## config.mk

```make
export PLATFORM = sky130hd
export DESIGN_NAME = icms_bank
export DESIGN_NICKNAME = d
export VERILOG_FILES = /design/src/design/icms_pkg.sv /design/src/design/icms_bank.sv
export SDC_FILE = /design/constraint.sdc
export NUM_CORES = 2
export LEC_CHECK = 0
export BUFFER_PORTS_ARGS = -buffer_cell sky130_fd_sc_hd__buf_2
export CAP_MARGIN = 10
export CORE_AREA = 2 2 450 363
export CTS_BUF_LIST = sky130_fd_sc_hd__clkbuf_8
export CTS_CLUSTER_DIAMETER = 30
export DETAILED_ROUTE_END_ITERATION = 10
export DIE_AREA = 0 0 452 365
export PLACE_DENSITY = 0.84
export RECOVER_POWER = 100
export SLEW_MARGIN = 20
export SYNTH_ARGS = -nofsm -noshare
export SYNTH_HDL_FRONTEND = slang
export SYNTH_SLANG_ARGS = --single-unit
export TNS_END_PERCENT = 20
```

## constraint.sdc

```tcl
create_clock -name i_clk -period 4.8 [get_ports i_clk]
set_input_delay 0.96 -clock i_clk [delete_from_list [all_inputs] [get_ports i_clk]]
set_output_delay 0.96 -clock i_clk [all_outputs]
set_load 0.005 [all_outputs]
```

## src/design/icms_pkg.sv

```systemverilog
// Shared constants, payload types and control structs for the inversion-counting merge sorter.
package icms_pkg;

    localparam int MAX_ELEMENTS = 64;
    localparam int VAL_W        = 32;
    localparam int INV_W        = 11;
    localparam int IDX_W        = $clog2(MAX_ELEMENTS);
    localparam int CNT_W        = IDX_W + 1;

    typedef struct packed {
        logic signed [VAL_W-1:0] value;
        logic                    last_in;
    } t_in_req;

    typedef struct packed {
        logic signed [VAL_W-1:0] sorted_value;
        logic [INV_W-1:0]        inversions;
        logic                    last_out;
    } t_out_req;

    typedef struct packed {
        logic                    we;
        logic [IDX_W-1:0]        waddr;
        logic signed [VAL_W-1:0] wdata;
        logic [IDX_W-1:0]        raddr_a;
        logic [IDX_W-1:0]        raddr_b;
    } t_bank_cmd;

    typedef struct packed {
        logic             done;
        logic             bank;
        logic [INV_W-1:0] total;
    } t_mrg_stat;

endpackage

```

## src/design/icms_bank.sv

```systemverilog
// Element bank with one write port and two registered read ports.
module icms_bank (
    input  logic                                     i_clk,
    input  icms_pkg::t_bank_cmd                      i_cmd,
    output logic signed [icms_pkg::VAL_W-1:0]        o_rd_a,
    output logic signed [icms_pkg::VAL_W-1:0]        o_rd_b
);

    logic signed [icms_pkg::VAL_W-1:0] r_mem [icms_pkg::MAX_ELEMENTS];

    always_ff @(posedge i_clk) begin
        if (i_cmd.we) begin
            r_mem[i_cmd.waddr] <= i_cmd.wdata;
        end
        o_rd_a <= r_mem[i_cmd.raddr_a];
        o_rd_b <= r_mem[i_cmd.raddr_b];
    end

endmodule

```

==> flow_metrics.tcl <==
set metrics [dict create \
    syn-instance-count 4412 \
    avgSynthCellArea_sq_um 21.7 \
    drc 0 \
    fin_crit_sh_pct 85.9 \
    report.final.slew_viol_count 3545 \
    tns_ns 0 \
    holdWs_ns 0.430 \
    design.core.area_sq_mm 0.161 \
    hpwlAfterDp_mm 173 \
    critPathMostFrequentCell "clkbuf_1" \
    netlist_area_sq_mm 0.0957 \
    cts_tree "yes" \
    drt-pass1-iter-count 6 \
    r2r_start "r_mem[27][15]" \
    port-buffer-count 115 \
    fmax_mhz 243 \
    cts_hold_buffers 0 \
    crit_buf_inv 2 \
    clock_latency_ns 1.11 \
    period_minus_slack_ns 4.12 \
    p_leak_nw 34.5 \
    synth_edf_count 2048 \
    synth_flop_cell "edfxtp_1" \
    clock_sinks 2112 \
    die_w_microns 452 \
    rsz0062_at_grt "no" \
    worst_pin_slew_ns 3.74 \
    hold_class "in2reg" \
    r2r_slack_ns 2.01 \
    yosysSeqAreaShare_pct 65.6 \
    die_area_sq_mm 0.165 \
    worstSetupEndpointType "flop" \
    drt_iter0_drc 10500 \
    via_per_inst 7.80 \
    power_mw 43.1 \
    grt_usage_pct 36.1 \
    post_cts_resized 0 \
    relSlewSlack_pct -149 \
    clockBufferDepth 4 \
    final_cell_count_no_fill 7297 \
    die_h_microns 365 \
    cts_setup_buffers 0 \
    ant_nets 0 \
    path_cells "clkbuf_1 > nor2b_1 > nand3_1 > nor2_4 > clkbuf_1" \
    min_to "o_rd_a[2]" \
    row_count 132 \
    synth_async_sr_flop_share_pct 0 \
    violations "capacitance limit, slew limit" \
    ys_types 38 \
    layout-drive-gt1-share_pct 38.9 \
    drt-total-wl_mm 297 \
    vias 56900 \
    first_global_vias 57000 \
    syn_nets 4464 \
    slowest_stage "clkbuf_1" \
    worstHoldPathCells 2 \
    grt_max_degree 69 \
    start_util_pct 59.5 \
    min-delay-start "i_cmd[10]" \
    startpoint_type "input pin" \
    placed_cells 6561 \
    finalHoldViolations 0 \
    peakVddDrop_uv 302 \
    p_per_area_mw_per_mm2 398 \
    finClkSkew_ns 0.0770 \
    synth_seq_cells 2112 \
    overflow 0 \
    clk_pin_slew_ns 0.05 \
    drv_cap 91 \
    yosys_warnings 0 \
    required_ns 5.37 \
    grt_pass1_wl_mm 415 \
    io_pins 116 \
    reg2reg_depth 4 \
    final_util_pct 67.3 \
    wl_per_cell_microns 40.7 \
    htree_num_levels 5 \
    gp_congestion 0.916 \
    r2r_end "o_rd_b[15]" \
    area_delta_synth_final_pct 13.1 \
    critical-path-top-delay-family "buffers and inverters" \
    critical_path_class "in2reg" \
    slowest_delay_ns 2.54 \
    cp.arrival_ns 4.69 \
    final_nets 4872 \
    cts-root-buf "clkbuf_8" \
    antenna_found_initial 31 \
    numCtsBuffers 398 \
    cp_max_fo 32 \
    finalSetupViolCount 0 \
    status "finished, violations left" \
]
where the power goes:
group / internal [mW] / switching, mW / total, mW
combinational: 1.36 / 1.96 / 3.32
sequential: 20.5 / 0.162 / 20.6
clock: 11.2 / 7.98 / 19.2
total: 33.0 / 10.1 / 43.1
state kept, by name (all words and copies together), names as in the netlist:
signal / cells
r_mem: 2048
o_rd_a: 32
o_rd_b: 32
worst max path at each step:
| stage | startpoint | endpoint | slack, ns | depth (start not counted) |
|---|---|---|---|---|
| finish | i_cmd[45] | r_mem[37][28] | 0.68 | 5 |
| CTS | o_rd_b[20] | o_rd_b[20] | 1.77 | 1 |
| global route | i_cmd[50] | r_mem[62][28] | 0.79 | 6 |
| detailed placement | i_cmd[0] | o_rd_b[3] | 0.67 | 7 |
| global placement | i_cmd[0] | o_rd_b[3] | 0.73 | 7 |
| floorplan | i_cmd[47] | r_mem[48][0] | 0.65 | 4 |
logic make-up after synthesis:
logic type             after synthesis  synth area share [%]
AO/OA/AOI/OAI                      340                  2.39
multiplexers                      1364                  29.0
AND/OR/NAND/NOR                    248                  1.13
flip-flops                        2112                  65.6
buffers and inverters              348                  1.83
metal layers:
layer / GRT usage (%) / vias to the layer above / routed length [microns] / part of all wire [%]
li1: - / 20500 / - / -
met3: 14.7 / 1154 / 52300 / 18
met4: 19.1 / 26 / 17700 / 6.0
met5: 0 / - / 218 / 0.073
met1: 46.8 / 29100 / 93000 / 31
met2: 53.0 / 6185 / 134000 / 45
through the flow:
step	setup WS, ns	instance area (sq um)
after global routing	0.786	108000
after global placement	0.728	100000
final	0.677	108000
after floorplan	0.649	95700
after CTS	1.77	109000
after detailed placement	0.668	100000
synth_stat cells (all sizes together) (3+ instances only):
cell    count  area share (%)
edfxtp   2048              64
mux4     1124              26
buf       212             1.3
mux2i     204             2.1
clkbuf    135            0.53
nor2       94            0.37
nand2      93            0.36
a22oi      85            0.67
dfxtp      64             1.3
a21oi      58            0.30
o22ai      56            0.37
o21ai      49            0.26
mux2       36            0.42
o211ai     27            0.21
nor2b      19            0.12
o221ai     16            0.15
a211oi     15            0.12
a221oi     13            0.12
a32oi       9           0.082
nand3       9           0.047
o32a        9           0.094
nand2b      8           0.052
and2        6           0.039
nand3b      6           0.047
nor3        3           0.016
or2         3           0.020
placed cells by master (no fill, tap or decap), types with 56 or more instances in the layout:
| cell | n |
|---|---|
| dfxtp_1 | 64 |
| buf_4 | 111 |
| o22ai_1 | 56 |
| nor2_1 | 61 |
| mux4_2 | 1124 |
| bufinv_16 | 58 |
| a21oi_1 | 58 |
| clkinv_1 | 56 |
| clkbuf_8 | 412 |
| nand2_1 | 92 |
| edfxtp_1 | 2048 |
| mux2i_1 | 204 |
| clkbuf_1 | 144 |
| inv_1 | 79 |
| a22oi_1 | 85 |
area by class of cell:
cell class              count  area (sq um)
multi-input cells        1952         31400
fillers                  9406         52500
clock inverters           300          2960
well taps                2144          2680
flip-flops and latches   2112         62800
diodes                     21          52.6
repair buffers            355          2660
clock buffers             412          5670
inverters                   1          3.75
(Power assumes the default switching activity.)
