[src/design/icms_pkg.sv]
// Shared constants, payload types and control structs for the inversion-counting merge sorter.
package icms_pkg;

    localparam int MAX_ELEMENTS = 64;
    localparam int VAL_W        = 32;
    localparam int INV_W        = 11;
    localparam int IDX_W        = $clog2(MAX_ELEMENTS);
    localparam int CNT_W        = IDX_W + 1;

    typedef struct packed {
        logic signed [VAL_W-1:0] value;
        logic                    last_in;
    } t_in_req;

    typedef struct packed {
        logic signed [VAL_W-1:0] sorted_value;
        logic [INV_W-1:0]        inversions;
        logic                    last_out;
    } t_out_req;

    typedef struct packed {
        logic                    we;
        logic [IDX_W-1:0]        waddr;
        logic signed [VAL_W-1:0] wdata;
        logic [IDX_W-1:0]        raddr_a;
        logic [IDX_W-1:0]        raddr_b;
    } t_bank_cmd;

    typedef struct packed {
        logic             done;
        logic             bank;
        logic [INV_W-1:0] total;
    } t_mrg_stat;

endpackage

[src/design/icms_merge_seq.sv]
// Bottom-up merge sequencer with a shared compare unit and inversion counter.
module icms_merge_seq (
    input  logic                                 i_clk,
    input  logic                                 i_rst_n,
    input  logic                                 i_start,
    input  logic [icms_pkg::CNT_W-1:0]           i_count,
    input  logic signed [icms_pkg::VAL_W-1:0]    i_rd_a0,
    input  logic signed [icms_pkg::VAL_W-1:0]    i_rd_b0,
    input  logic signed [icms_pkg::VAL_W-1:0]    i_rd_a1,
    input  logic signed [icms_pkg::VAL_W-1:0]    i_rd_b1,
    output icms_pkg::t_bank_cmd                  o_cmd0,
    output icms_pkg::t_bank_cmd                  o_cmd1,
    output icms_pkg::t_mrg_stat                  o_stat
);

    typedef enum logic [4:0] {
        M_IDLE = 5'b00001,
        M_SEG  = 5'b00010,
        M_RD   = 5'b00100,
        M_CMP  = 5'b01000,
        M_FIN  = 5'b10000
    } t_mstate;

    t_mstate                         r_state, n_state;
    logic [icms_pkg::CNT_W-1:0]      r_n, n_n;
    logic [icms_pkg::CNT_W-1:0]      r_w, n_w;
    logic [icms_pkg::CNT_W-1:0]      r_k, n_k;
    logic [icms_pkg::CNT_W-1:0]      r_i, n_i;
    logic [icms_pkg::CNT_W-1:0]      r_j, n_j;
    logic [icms_pkg::CNT_W-1:0]      r_mid, n_mid;
    logic [icms_pkg::CNT_W-1:0]      r_hi, n_hi;
    logic                            r_src, n_src;
    logic [icms_pkg::INV_W-1:0]      r_total, n_total;

    logic [icms_pkg::CNT_W:0]        mid_full, hi_full, n_ext;
    logic signed [icms_pkg::VAL_W-1:0] da, db;
    logic                            i_exh, j_exh, gt, take_j;
    logic [icms_pkg::CNT_W-1:0]      k_next, w_next;
    icms_pkg::t_bank_cmd             rd_cmd, wr_cmd;

    assign n_ext    = {1'b0, r_n};
    assign mid_full = {1'b0, r_k} + {1'b0, r_w};
    assign hi_full  = mid_full + {1'b0, r_w};
    assign da       = r_src ? i_rd_a1 : i_rd_a0;
    assign db       = r_src ? i_rd_b1 : i_rd_b0;
    assign i_exh    = (r_i == r_mid);
    assign j_exh    = (r_j == r_hi);
    assign gt       = da > db;
    assign take_j   = i_exh || (!j_exh && gt);
    assign k_next   = r_k + 1'b1;
    assign w_next   = r_w << 1;

    always_comb begin
        rd_cmd         = '0;
        rd_cmd.raddr_a = r_i[icms_pkg::IDX_W-1:0];
        rd_cmd.raddr_b = r_j[icms_pkg::IDX_W-1:0];
        wr_cmd         = '0;
        wr_cmd.we      = (r_state == M_CMP);
        wr_cmd.waddr   = r_k[icms_pkg::IDX_W-1:0];
        wr_cmd.wdata   = take_j ? db : da;
        o_cmd0         = r_src ? wr_cmd : rd_cmd;
        o_cmd1         = r_src ? rd_cmd : wr_cmd;
    end

    assign o_stat.done  = (r_state == M_FIN);
    assign o_stat.bank  = r_src;
    assign o_stat.total = r_total;

    always_comb begin
        n_state = r_state;
        n_n     = r_n;
        n_w     = r_w;
        n_k     = r_k;
        n_i     = r_i;
        n_j     = r_j;
        n_mid   = r_mid;
        n_hi    = r_hi;
        n_src   = r_src;
        n_total = r_total;
        unique case (r_state)
            M_IDLE: begin
                if (i_start) begin
                    n_n     = i_count;
                    n_w     = {{(icms_pkg::CNT_W-1){1'b0}}, 1'b1};
                    n_k     = '0;
                    n_src   = 1'b0;
                    n_total = '0;
                    n_state = (i_count > {{(icms_pkg::CNT_W-1){1'b0}}, 1'b1}) ? M_SEG : M_FIN;
                end
            end
            M_SEG: begin
                n_i     = r_k;
                n_mid   = (mid_full > n_ext) ? r_n : mid_full[icms_pkg::CNT_W-1:0];
                n_j     = n_mid;
                n_hi    = (hi_full > n_ext) ? r_n : hi_full[icms_pkg::CNT_W-1:0];
                n_state = M_RD;
            end
            M_RD: begin
                n_state = M_CMP;
            end
            M_CMP: begin
                if (take_j) begin
                    n_j = r_j + 1'b1;
                end else begin
                    n_i = r_i + 1'b1;
                end
                if (!i_exh && !j_exh && gt) begin
                    n_total = r_total + {{(icms_pkg::INV_W-icms_pkg::CNT_W){1'b0}}, r_mid - r_i};
                end
                n_k = k_next;
                if (k_next == r_hi) begin
                    if (k_next == r_n) begin
                        n_k     = '0;
                        n_w     = w_next;
                        n_src   = !r_src;
                        n_state = (w_next < r_n) ? M_SEG : M_FIN;
                    end else begin
                        n_state = M_SEG;
                    end
                end else begin
                    n_state = M_RD;
                end
            end
            M_FIN: begin
                n_state = M_IDLE;
            end
            default: begin
                n_state = M_IDLE;
            end
        endcase
    end

    always_ff @(posedge i_clk) begin
        if (!i_rst_n) begin
            r_state <= M_IDLE;
            r_src   <= 1'b0;
            r_total <= '0;
        end else begin
            r_state <= n_state;
            r_src   <= n_src;
            r_total <= n_total;
        end
        r_n   <= n_n;
        r_w   <= n_w;
        r_k   <= n_k;
        r_i   <= n_i;
        r_j   <= n_j;
        r_mid <= n_mid;
        r_hi  <= n_hi;
    end

endmodule

[config.mk]
export PLATFORM = sky130hd
export DESIGN_NAME = icms_merge_seq
export DESIGN_NICKNAME = d
export VERILOG_FILES = /design/src/design/icms_pkg.sv /design/src/design/icms_merge_seq.sv
export SDC_FILE = /design/constraint.sdc
export NUM_CORES = 1
export LEC_CHECK = 0
export BUFFER_PORTS_ARGS = -buffer_cell sky130_fd_sc_hd__buf_2
export CORE_ASPECT_RATIO = 1.75
export CORE_MARGIN = 2
export CORE_UTILIZATION = 52
export CTS_CLUSTER_DIAMETER = 80
export DETAILED_ROUTE_END_ITERATION = 6
export PLACE_DENSITY = 0.86
export SETUP_SLACK_MARGIN = 0.5
export SLEW_MARGIN = 20
export SYNTH_ARGS = -nofsm -noshare
export SYNTH_HDL_FRONTEND = slang
export SYNTH_SLANG_ARGS = --single-unit
[constraint.sdc]
create_clock -name i_clk -period 5.56 [get_ports i_clk]
set_input_delay 0.278 -clock i_clk [delete_from_list [all_inputs] [get_ports i_clk]]
set_output_delay 0.278 -clock i_clk [all_outputs]
set_load 0.02 [all_outputs]
==> metrics.yaml, run 1 <==
power:
  ir_worst_vdd_mv: 0.543
  p_per_area_nw_per_um2: 348
  p_leak_nw: 4.31
sta:
  rsz0062_at_grt: "false"
  finalSetupViolations: 0
  setup_ws_ps: 991
  relSlewSlack: 0.370
  fin_setup_tns_ps: 0
  layout_min_cycle_time_ps: 4570
  drv_slew: 0
  skew_ps: 8.48
  worst_pin_slew_ps: 936
  timing.fmax_ghz: 0.219
  hold_viol_final: 0
  fin_crit_sh: 0.822
detailed_routing:
  vias_per_cell: 5.75
  drt_iter0_markers: 400
  drc: 0
  wl_met2_um: 12100
  routed_wl_um: 23300
  drtPass1Iterations: 5
  highest_layer: "met4"
  vias: 7326
  ant_nets: 0
  wl_met3_um: 1770
  wl_met1_um: 7710
  wl_per_cell_um: 18.3
die:
  io_pins: 253
  coreArea_um2: 13500
  fp.dieW_um: 92.8
  initial_utilization: 0.534
  rows: 56
  fp.dieH_um: 159
  dieArea_um2: 14800
worst_setup_path:
  endpoint_kind: "output pin"
  cp_max_fo: 48
  cpLargestDelayFamily: "buffers and inverters"
  required_ps: 5280
  cp.depth: 13
  path_cells: "buf_12 > mux2_2 > ha_1 > nor2b_1 > o211ai_1 > a21o_1 > a41oi_1 > mux2i_1 > o21bai_4 > buf_4 > nand3_1 > o21ai_0 > buf_2"
  crit_slowest_cell: "dfxtp_4"
  crit_buf_inv: 3
  crit_type: "reg -> out"
  cp-start-kind: "flip-flop"
  arrival_ps: 4290
  cpPeakStageDelay_ps: 720
  worst-r2r-cell-count: 14
synth:
  syn-cell-area_um2: 7180
  synth_nets: 1090
  synth_seq_cells: 66
  ys_warn_count: 0
  seq_area_frac_synth: 0.252
  synthArstFlopShare: 0
  postSynthAreaPerCell_um2: 8.29
  synth_edf_count: 49
  netlist_instances: 866
  ys_types: 59
  ys.flop_type: "edfxtp_1"
clock_tree:
  cts-resized-gates: 0
  cts-root-buf: "clkbuf_16"
  cts_tree: "yes"
  cts_max_level: 3
  cts.sinks: 66
  worstSkewPairLatency_ps: 330
  holdBufCountCts: 0
  clockBufferDepth: 2
  clk_pin_slew_ps: 50
  cts_buffers: 9
place:
  dpl-instance-area_um2: 8570
  place_ws_ps: 1050
  post-dp-hpwl_um: 18900
  place_inst: 1257
  gp_congestion: 0.969
  numPortBuffers: 252
final_layout:
  area_growth_pct: 23.8
  final_net_count: 1319
  stdcell_area_um2: 8890
  instances_no_fill: 1275
  drive_gt1_frac: 0.278
global_route:
  grt_pass1_vias: 7134
  overflow: 0
  antenna_found_initial: 1
  grt_max_degree: 92
  grt.total_usage: 0.302
  grt_pass1_wl_um: 34900
hold_path:
  hold_depth: 1
  hold_path_class: "in -> reg"
status:
  status: "completed"
job:
  maxCapViolations: 0
cell usage after synthesis, drive strengths merged, types with 3 or more instances:
cell type  number  area (um2)
clkbuf         24        90.1
and2           26         163
and3            4        25.0
nor3            8        40.0
xor2           19         166
nand2          69         259
nor2b          21         134
fa              4        80.1
or4             3        26.3
dfxtp          17         340
buf            18        96.3
a21oi          29         145
ha             82        1030
nand4          16         100
inv            68         255
nor4            4        31.3
nand3          46         230
edfxtp         49        1470
o21bai          5        37.5
xnor2          39         342
o21a            8        60.1
nor2           76         285
a21o           12        91.3
o22ai           5        31.3
o41ai           3        52.6
and4            3        26.3
o21ai          96         484
mux2i          69         691
mux2           18         203
where the power goes:
part	internal, mW	switching [mW]	total [mW]
Sequential	0.677	0.0804	0.758
Combinational	0.788	0.992	1.78
Clock	0.351	0.208	0.559
Total	1.82	1.28	3.10
what timing repair did:
action | CTS | global route
setup buffers | 0 | 1
endpoints found under the setup margin | 0 | 1
endpoints found under the hold margin | 0 | 0
cells by family (layout without fill, tap and decap cells):
family,count (synthesis),in the layout,synth area share
AO/OA/AOI/OAI,171,171,0.141
XOR/XNOR,58,58,0.0707
adder cells (fa/ha/maj),86,86,0.154
buffers and inverters,110,344,0.0615
flip-flops,66,66,0.252
multiplexers,87,87,0.124
other,0,1,0
AND/OR/NAND/NOR,288,288,0.197
per-stage QoR:
step,hold WS (ps),util,power (mW)
global route,121,0.661,3.28
detailed placement,457,0.637,2.50
floorplan,377,-,2.03
global placement,454,0.637,2.45
CTS,116,0.659,3.07
finish,120,0.661,3.10
layout make-up:
cell class | instances | area [um2]
Inverter | 68 | 255
Timing Repair Buffer | 260 | 1360
Antenna cell | 1 | 2.50
Fill cell | 1131 | 4560
Multi-Input combinational cell | 690 | 4940
Clock buffer | 12 | 278
Tap cell | 174 | 218
Clock inverter | 4 | 21.3
Sequential cell | 66 | 1820
routing by layer:
layer / global-route usage / vias to the layer above
met2: 0.565 / 353
met1: 0.293 / 3358
li1: - / 3517
met3: 0.0459 / 98
met4: 0.207 / 0
met5: 0 / -
registers in the layout, indices dropped and copies added, names as in the netlist:
| name | count |
|---|---|
| r_w | 7 |
| r_src | 1 |
| r_mid | 7 |
| r_i | 7 |
| r_total | 11 |
| r_n | 7 |
| r_j | 7 |
| r_k | 7 |
| r_hi | 7 |
| r_state | 5 |
cells in the final DEF, fill, tap and decap left out, drive strengths merged, types with 12 or more instances in the layout:
cell type	count
inv	69
edfxtp	49
nand3	46
and2	26
nor2b	21
nor2	76
a21o	12
nand2	69
mux2i	69
dfxtp	17
o21ai	96
clkbuf	12
xnor2	39
buf	260
mux2	18
a21oi	29
nand4	16
ha	82
xor2	19
path summary, 6_finish.rpt:
path	start	end	slack, ps
worst max-delay path	r_src	o_cmd0[43]	990
worst min-delay path	i_count[0]	r_n[0]	120
worst max register to register	r_k[0]	r_hi[4]	1070
worst min register to register	r_total[3]	r_total[3]	480
Power figures use the tool's default switching activity.
==> run 2, diff against run 1 <==
--- a/config.mk
+++ b/config.mk
@@ -8,10 +8,10 @@
 export BUFFER_PORTS_ARGS = -buffer_cell sky130_fd_sc_hd__buf_2
 export CORE_ASPECT_RATIO = 1.75
 export CORE_MARGIN = 2
-export CORE_UTILIZATION = 52
+export CORE_UTILIZATION = 47
 export CTS_CLUSTER_DIAMETER = 80
 export DETAILED_ROUTE_END_ITERATION = 6
-export PLACE_DENSITY = 0.86
+export PLACE_DENSITY = 0.82
 export SETUP_SLACK_MARGIN = 0.5
 export SLEW_MARGIN = 20
 export SYNTH_ARGS = -nofsm -noshare
==> constraint.sdc (replaced) <==
create_clock -name i_clk -period 4.11 [get_ports i_clk]
set_input_delay 0.2055 -clock i_clk [delete_from_list [all_inputs] [get_ports i_clk]]
set_output_delay 0.2055 -clock i_clk [all_outputs]
set_load 0.02 [all_outputs]
==> run 2 against run 1 <==
The flow now finishes with violations (DRC, setup timing); critical path type unchanged; largest cell class unchanged; clock skew is 6.9 ps higher; clock power is 47% higher; final cell count up 8.2%; highest routed layer unchanged.
==> metrics.yaml, run 2 (synthesis results as in run 1) <==
clock_tree:
  worstSkewPairLatency_ps: 340  # was 330 ps
  cts-root-buf: "clkbuf_16"  # unchanged
  cts.sinks: 66  # unchanged
  clk_pin_slew_ps: 60  # was 50 ps
  clockBufferDepth: 2  # unchanged
  cts_tree: "yes"  # unchanged
  cts_buffers: 9  # unchanged
  cts_max_level: 3  # unchanged
final_layout:
  final_common_cell: "buf_2"  # unchanged
  drive_gt1_frac: 0.448  # was 0.278
  layout_common_cells: "192 x buf_2, 83 x buf_4, 76 x ha_1"  # was 252 x buf_2, 92 x o21ai_0, 82 x ha_1
  area_growth_pct: 58.8  # was 23.8%
  final_net_count: 1415  # was 1319
  regMostFlops: "r_total"  # unchanged
  largest_reg_flops: 11  # unchanged
sta:
  fin_crit_sh: 1.04
  finalSetupViolations: 11  # was 0
  timing.fmax_ghz: 0.234
  layout_min_cycle_time_ps: 4270
  drv_slew: 0  # unchanged
  hold-worst-slack_ps: 35.5  # was 120 ps
  hold_viol_final: 0  # unchanged
  worst_pin_slew_ps: 877  # was 936 ps
  setup_ws_ps: -157  # was 991 ps
  rsz0062_at_grt: "true"  # was false
  relSlewSlack: 0.415  # was 0.370
  skew_ps: 15.4  # was 8.48 ps
detailed_routing:
  vias_per_cell: 6.31  # was 5.75
  drt_iter0_markers: 635  # was 400
  wl_per_cell_um: 24.3  # was 18.3 um
  vias: 8709  # was 7326
  drtPass1Iterations: 7  # was 5
  routed_wl_um: 33600  # was 23300 um
  ant_nets: 0  # unchanged
  drc: 11  # was 0
die:
  rows: 59  # was 56
  fp.dieW_um: 97.5  # was 92.8 um
  coreArea_um2: 14900  # was 13500 um2
  io_pins: 253  # unchanged
  initial_utilization: 0.482  # was 0.534
  fp.dieH_um: 168  # was 159 um
  dieArea_um2: 16300  # was 14800 um2
worst_setup_path:
  cpPeakStageDelay_ps: 470  # was 720 ps
  cp-start-kind: "flip-flop"  # unchanged
  path_cells: "buf_12 > buf_6 > buf_12 > mux2i_1 > ha_1 > and3_4 > nand4_1 > a21o_1 > a41oi_2 > mux2i_4 > o21bai_4 > buf_6 > buf_12 > mux2i_2 > nor2_1 > buf_2"  # was buf_12 > mux2_2 > ha_1 > nor2b_1 > o211ai_1 > a21o_1 > a41oi_1 > mux2i_1 > o21bai_4 > buf_4 > nand3_1 > o21ai_0 > buf_2
  arrival_ps: 4060  # was 4290 ps
  required_ps: 3900  # was 5280 ps
  endpoint_kind: "output pin"  # unchanged
  crit_slowest_cell: "mux2i_1"  # was dfxtp_4
  cpMostUsedCell: "buf_12"
  cp_max_fo: 8  # was 48
  crit_type: "reg -> out"  # unchanged
power:
  total_power_mw: 5.40  # was 3.10 mW
  p_leak_nw: 5.26  # was 4.31 nW
  p_per_area_nw_per_um2: 473  # was 348 nW/um2
  ir_worst_vdd_mv: 0.800  # was 0.543 mV
global_route:
  grt_pass1_vias: 7968  # was 7134
  grt.total_usage: 0.309  # was 0.302
  antenna_found_initial: 2  # was 1
  grt_max_degree: 32  # was 92
  overflow: 0  # unchanged
  grt_pass1_wl_um: 40000  # was 34900 um
place:
  numPortBuffers: 252  # unchanged
  gp_congestion: 0.973  # was 0.969
  post-dp-hpwl_um: 18500  # was 18900 um
hold_path:
  hold_path_class: "in -> reg"  # unchanged
status:
  status: "finished, violations left"  # was completed
  violations: "DRC, setup timing"
job:
  maxCapViolations: 0  # unchanged
-- run 2: cell types whose count changed in the layout (fill, tap and decap cells not counted), moves of 12 or more --
cell	delta
buf_6	+46
buf_4	+78
nand3_2	+17
nand2_2	+13
o21ai_1	+24
o21ai_4	+16
nand3_4	+15
nand3_1	-32
buf_2	-60
mux2i_1	-12
nand2_1	-20
o21ai_0	-59
o21ai_2	+19
-- run 2: stage by stage --
| step | setup TNS [ps] | util | cells | setup slack [ps] | instance area, um2 |
|---|---|---|---|---|---|
| floorplan | 0 | - | 866 | 501 | 7220 |
| global placement | 0 | 0.587 | 1283 | 64.6 | 8750 |
| detailed placement | -29.7 | 0.587 | 1283 | -29.7 | 8750 |
| CTS | 0 | 0.669 | 1343 | 301 | 9980 |
| global route | -2160 | 0.765 | 1380 | -314 | 11400 |
| finish | -341 | 0.765 | 1380 | -157 | 11400 |
-- run 2: area by class of cell --
cell class	instances	area, um2
multi-input cells	691	5920
fillers	868	3510
repair buffers	355	2870
flip-flops and latches	66	1820
inverters	68	255
clock buffers	10	229
well taps	183	229
clock inverters	6	81.3
diodes	1	2.50
-- run 2: metal layers --
| layer | track usage | wire length (um) |
|---|---|---|
| met1 | 0.287 | 10400 |
| met2 | 0.606 | 16900 |
| met4 | 0.198 | 3390 |
| met3 | 0.0501 | 2860 |
| met5 | 0 | 0 |
-- run 2: worst paths after layout --
check              from           to  slack [ps]  cells past startpoint
min          i_count[0]       r_n[0]          40                      1
max               r_src   o_cmd1[37]        -160                     16
min reg2reg  r_total[4]   r_total[4]         480                      2
max reg2reg       r_src  r_total[10]          90                     18
-- run 2: critical path: cells and delay by family, from the launching register on --
kind	cells	cell delay [ps]
buffers and inverters	6	860
multiplexers	3	1170
flip-flops	1	390
AND/OR/NAND/NOR	3	430
adder cells (fa/ha/maj)	1	260
AO/OA/AOI/OAI	3	600
-- run 2: timing repair --
action,CTS,global route
hold buffers,0,0
pin swaps,42,59
endpoints found under the hold margin,0,0
gates cloned,10,9
setup endpoints to repair,101,115
gates resized for setup,114,273
setup buffers,34,27
-- run 2: where the power goes --
group	switching, mW	total, mW	internal [mW]
clock network	0.296	0.823	0.527
logic	1.82	3.57	1.75
registers	0.0944	1.01	0.916
total	2.21	5.40	3.19
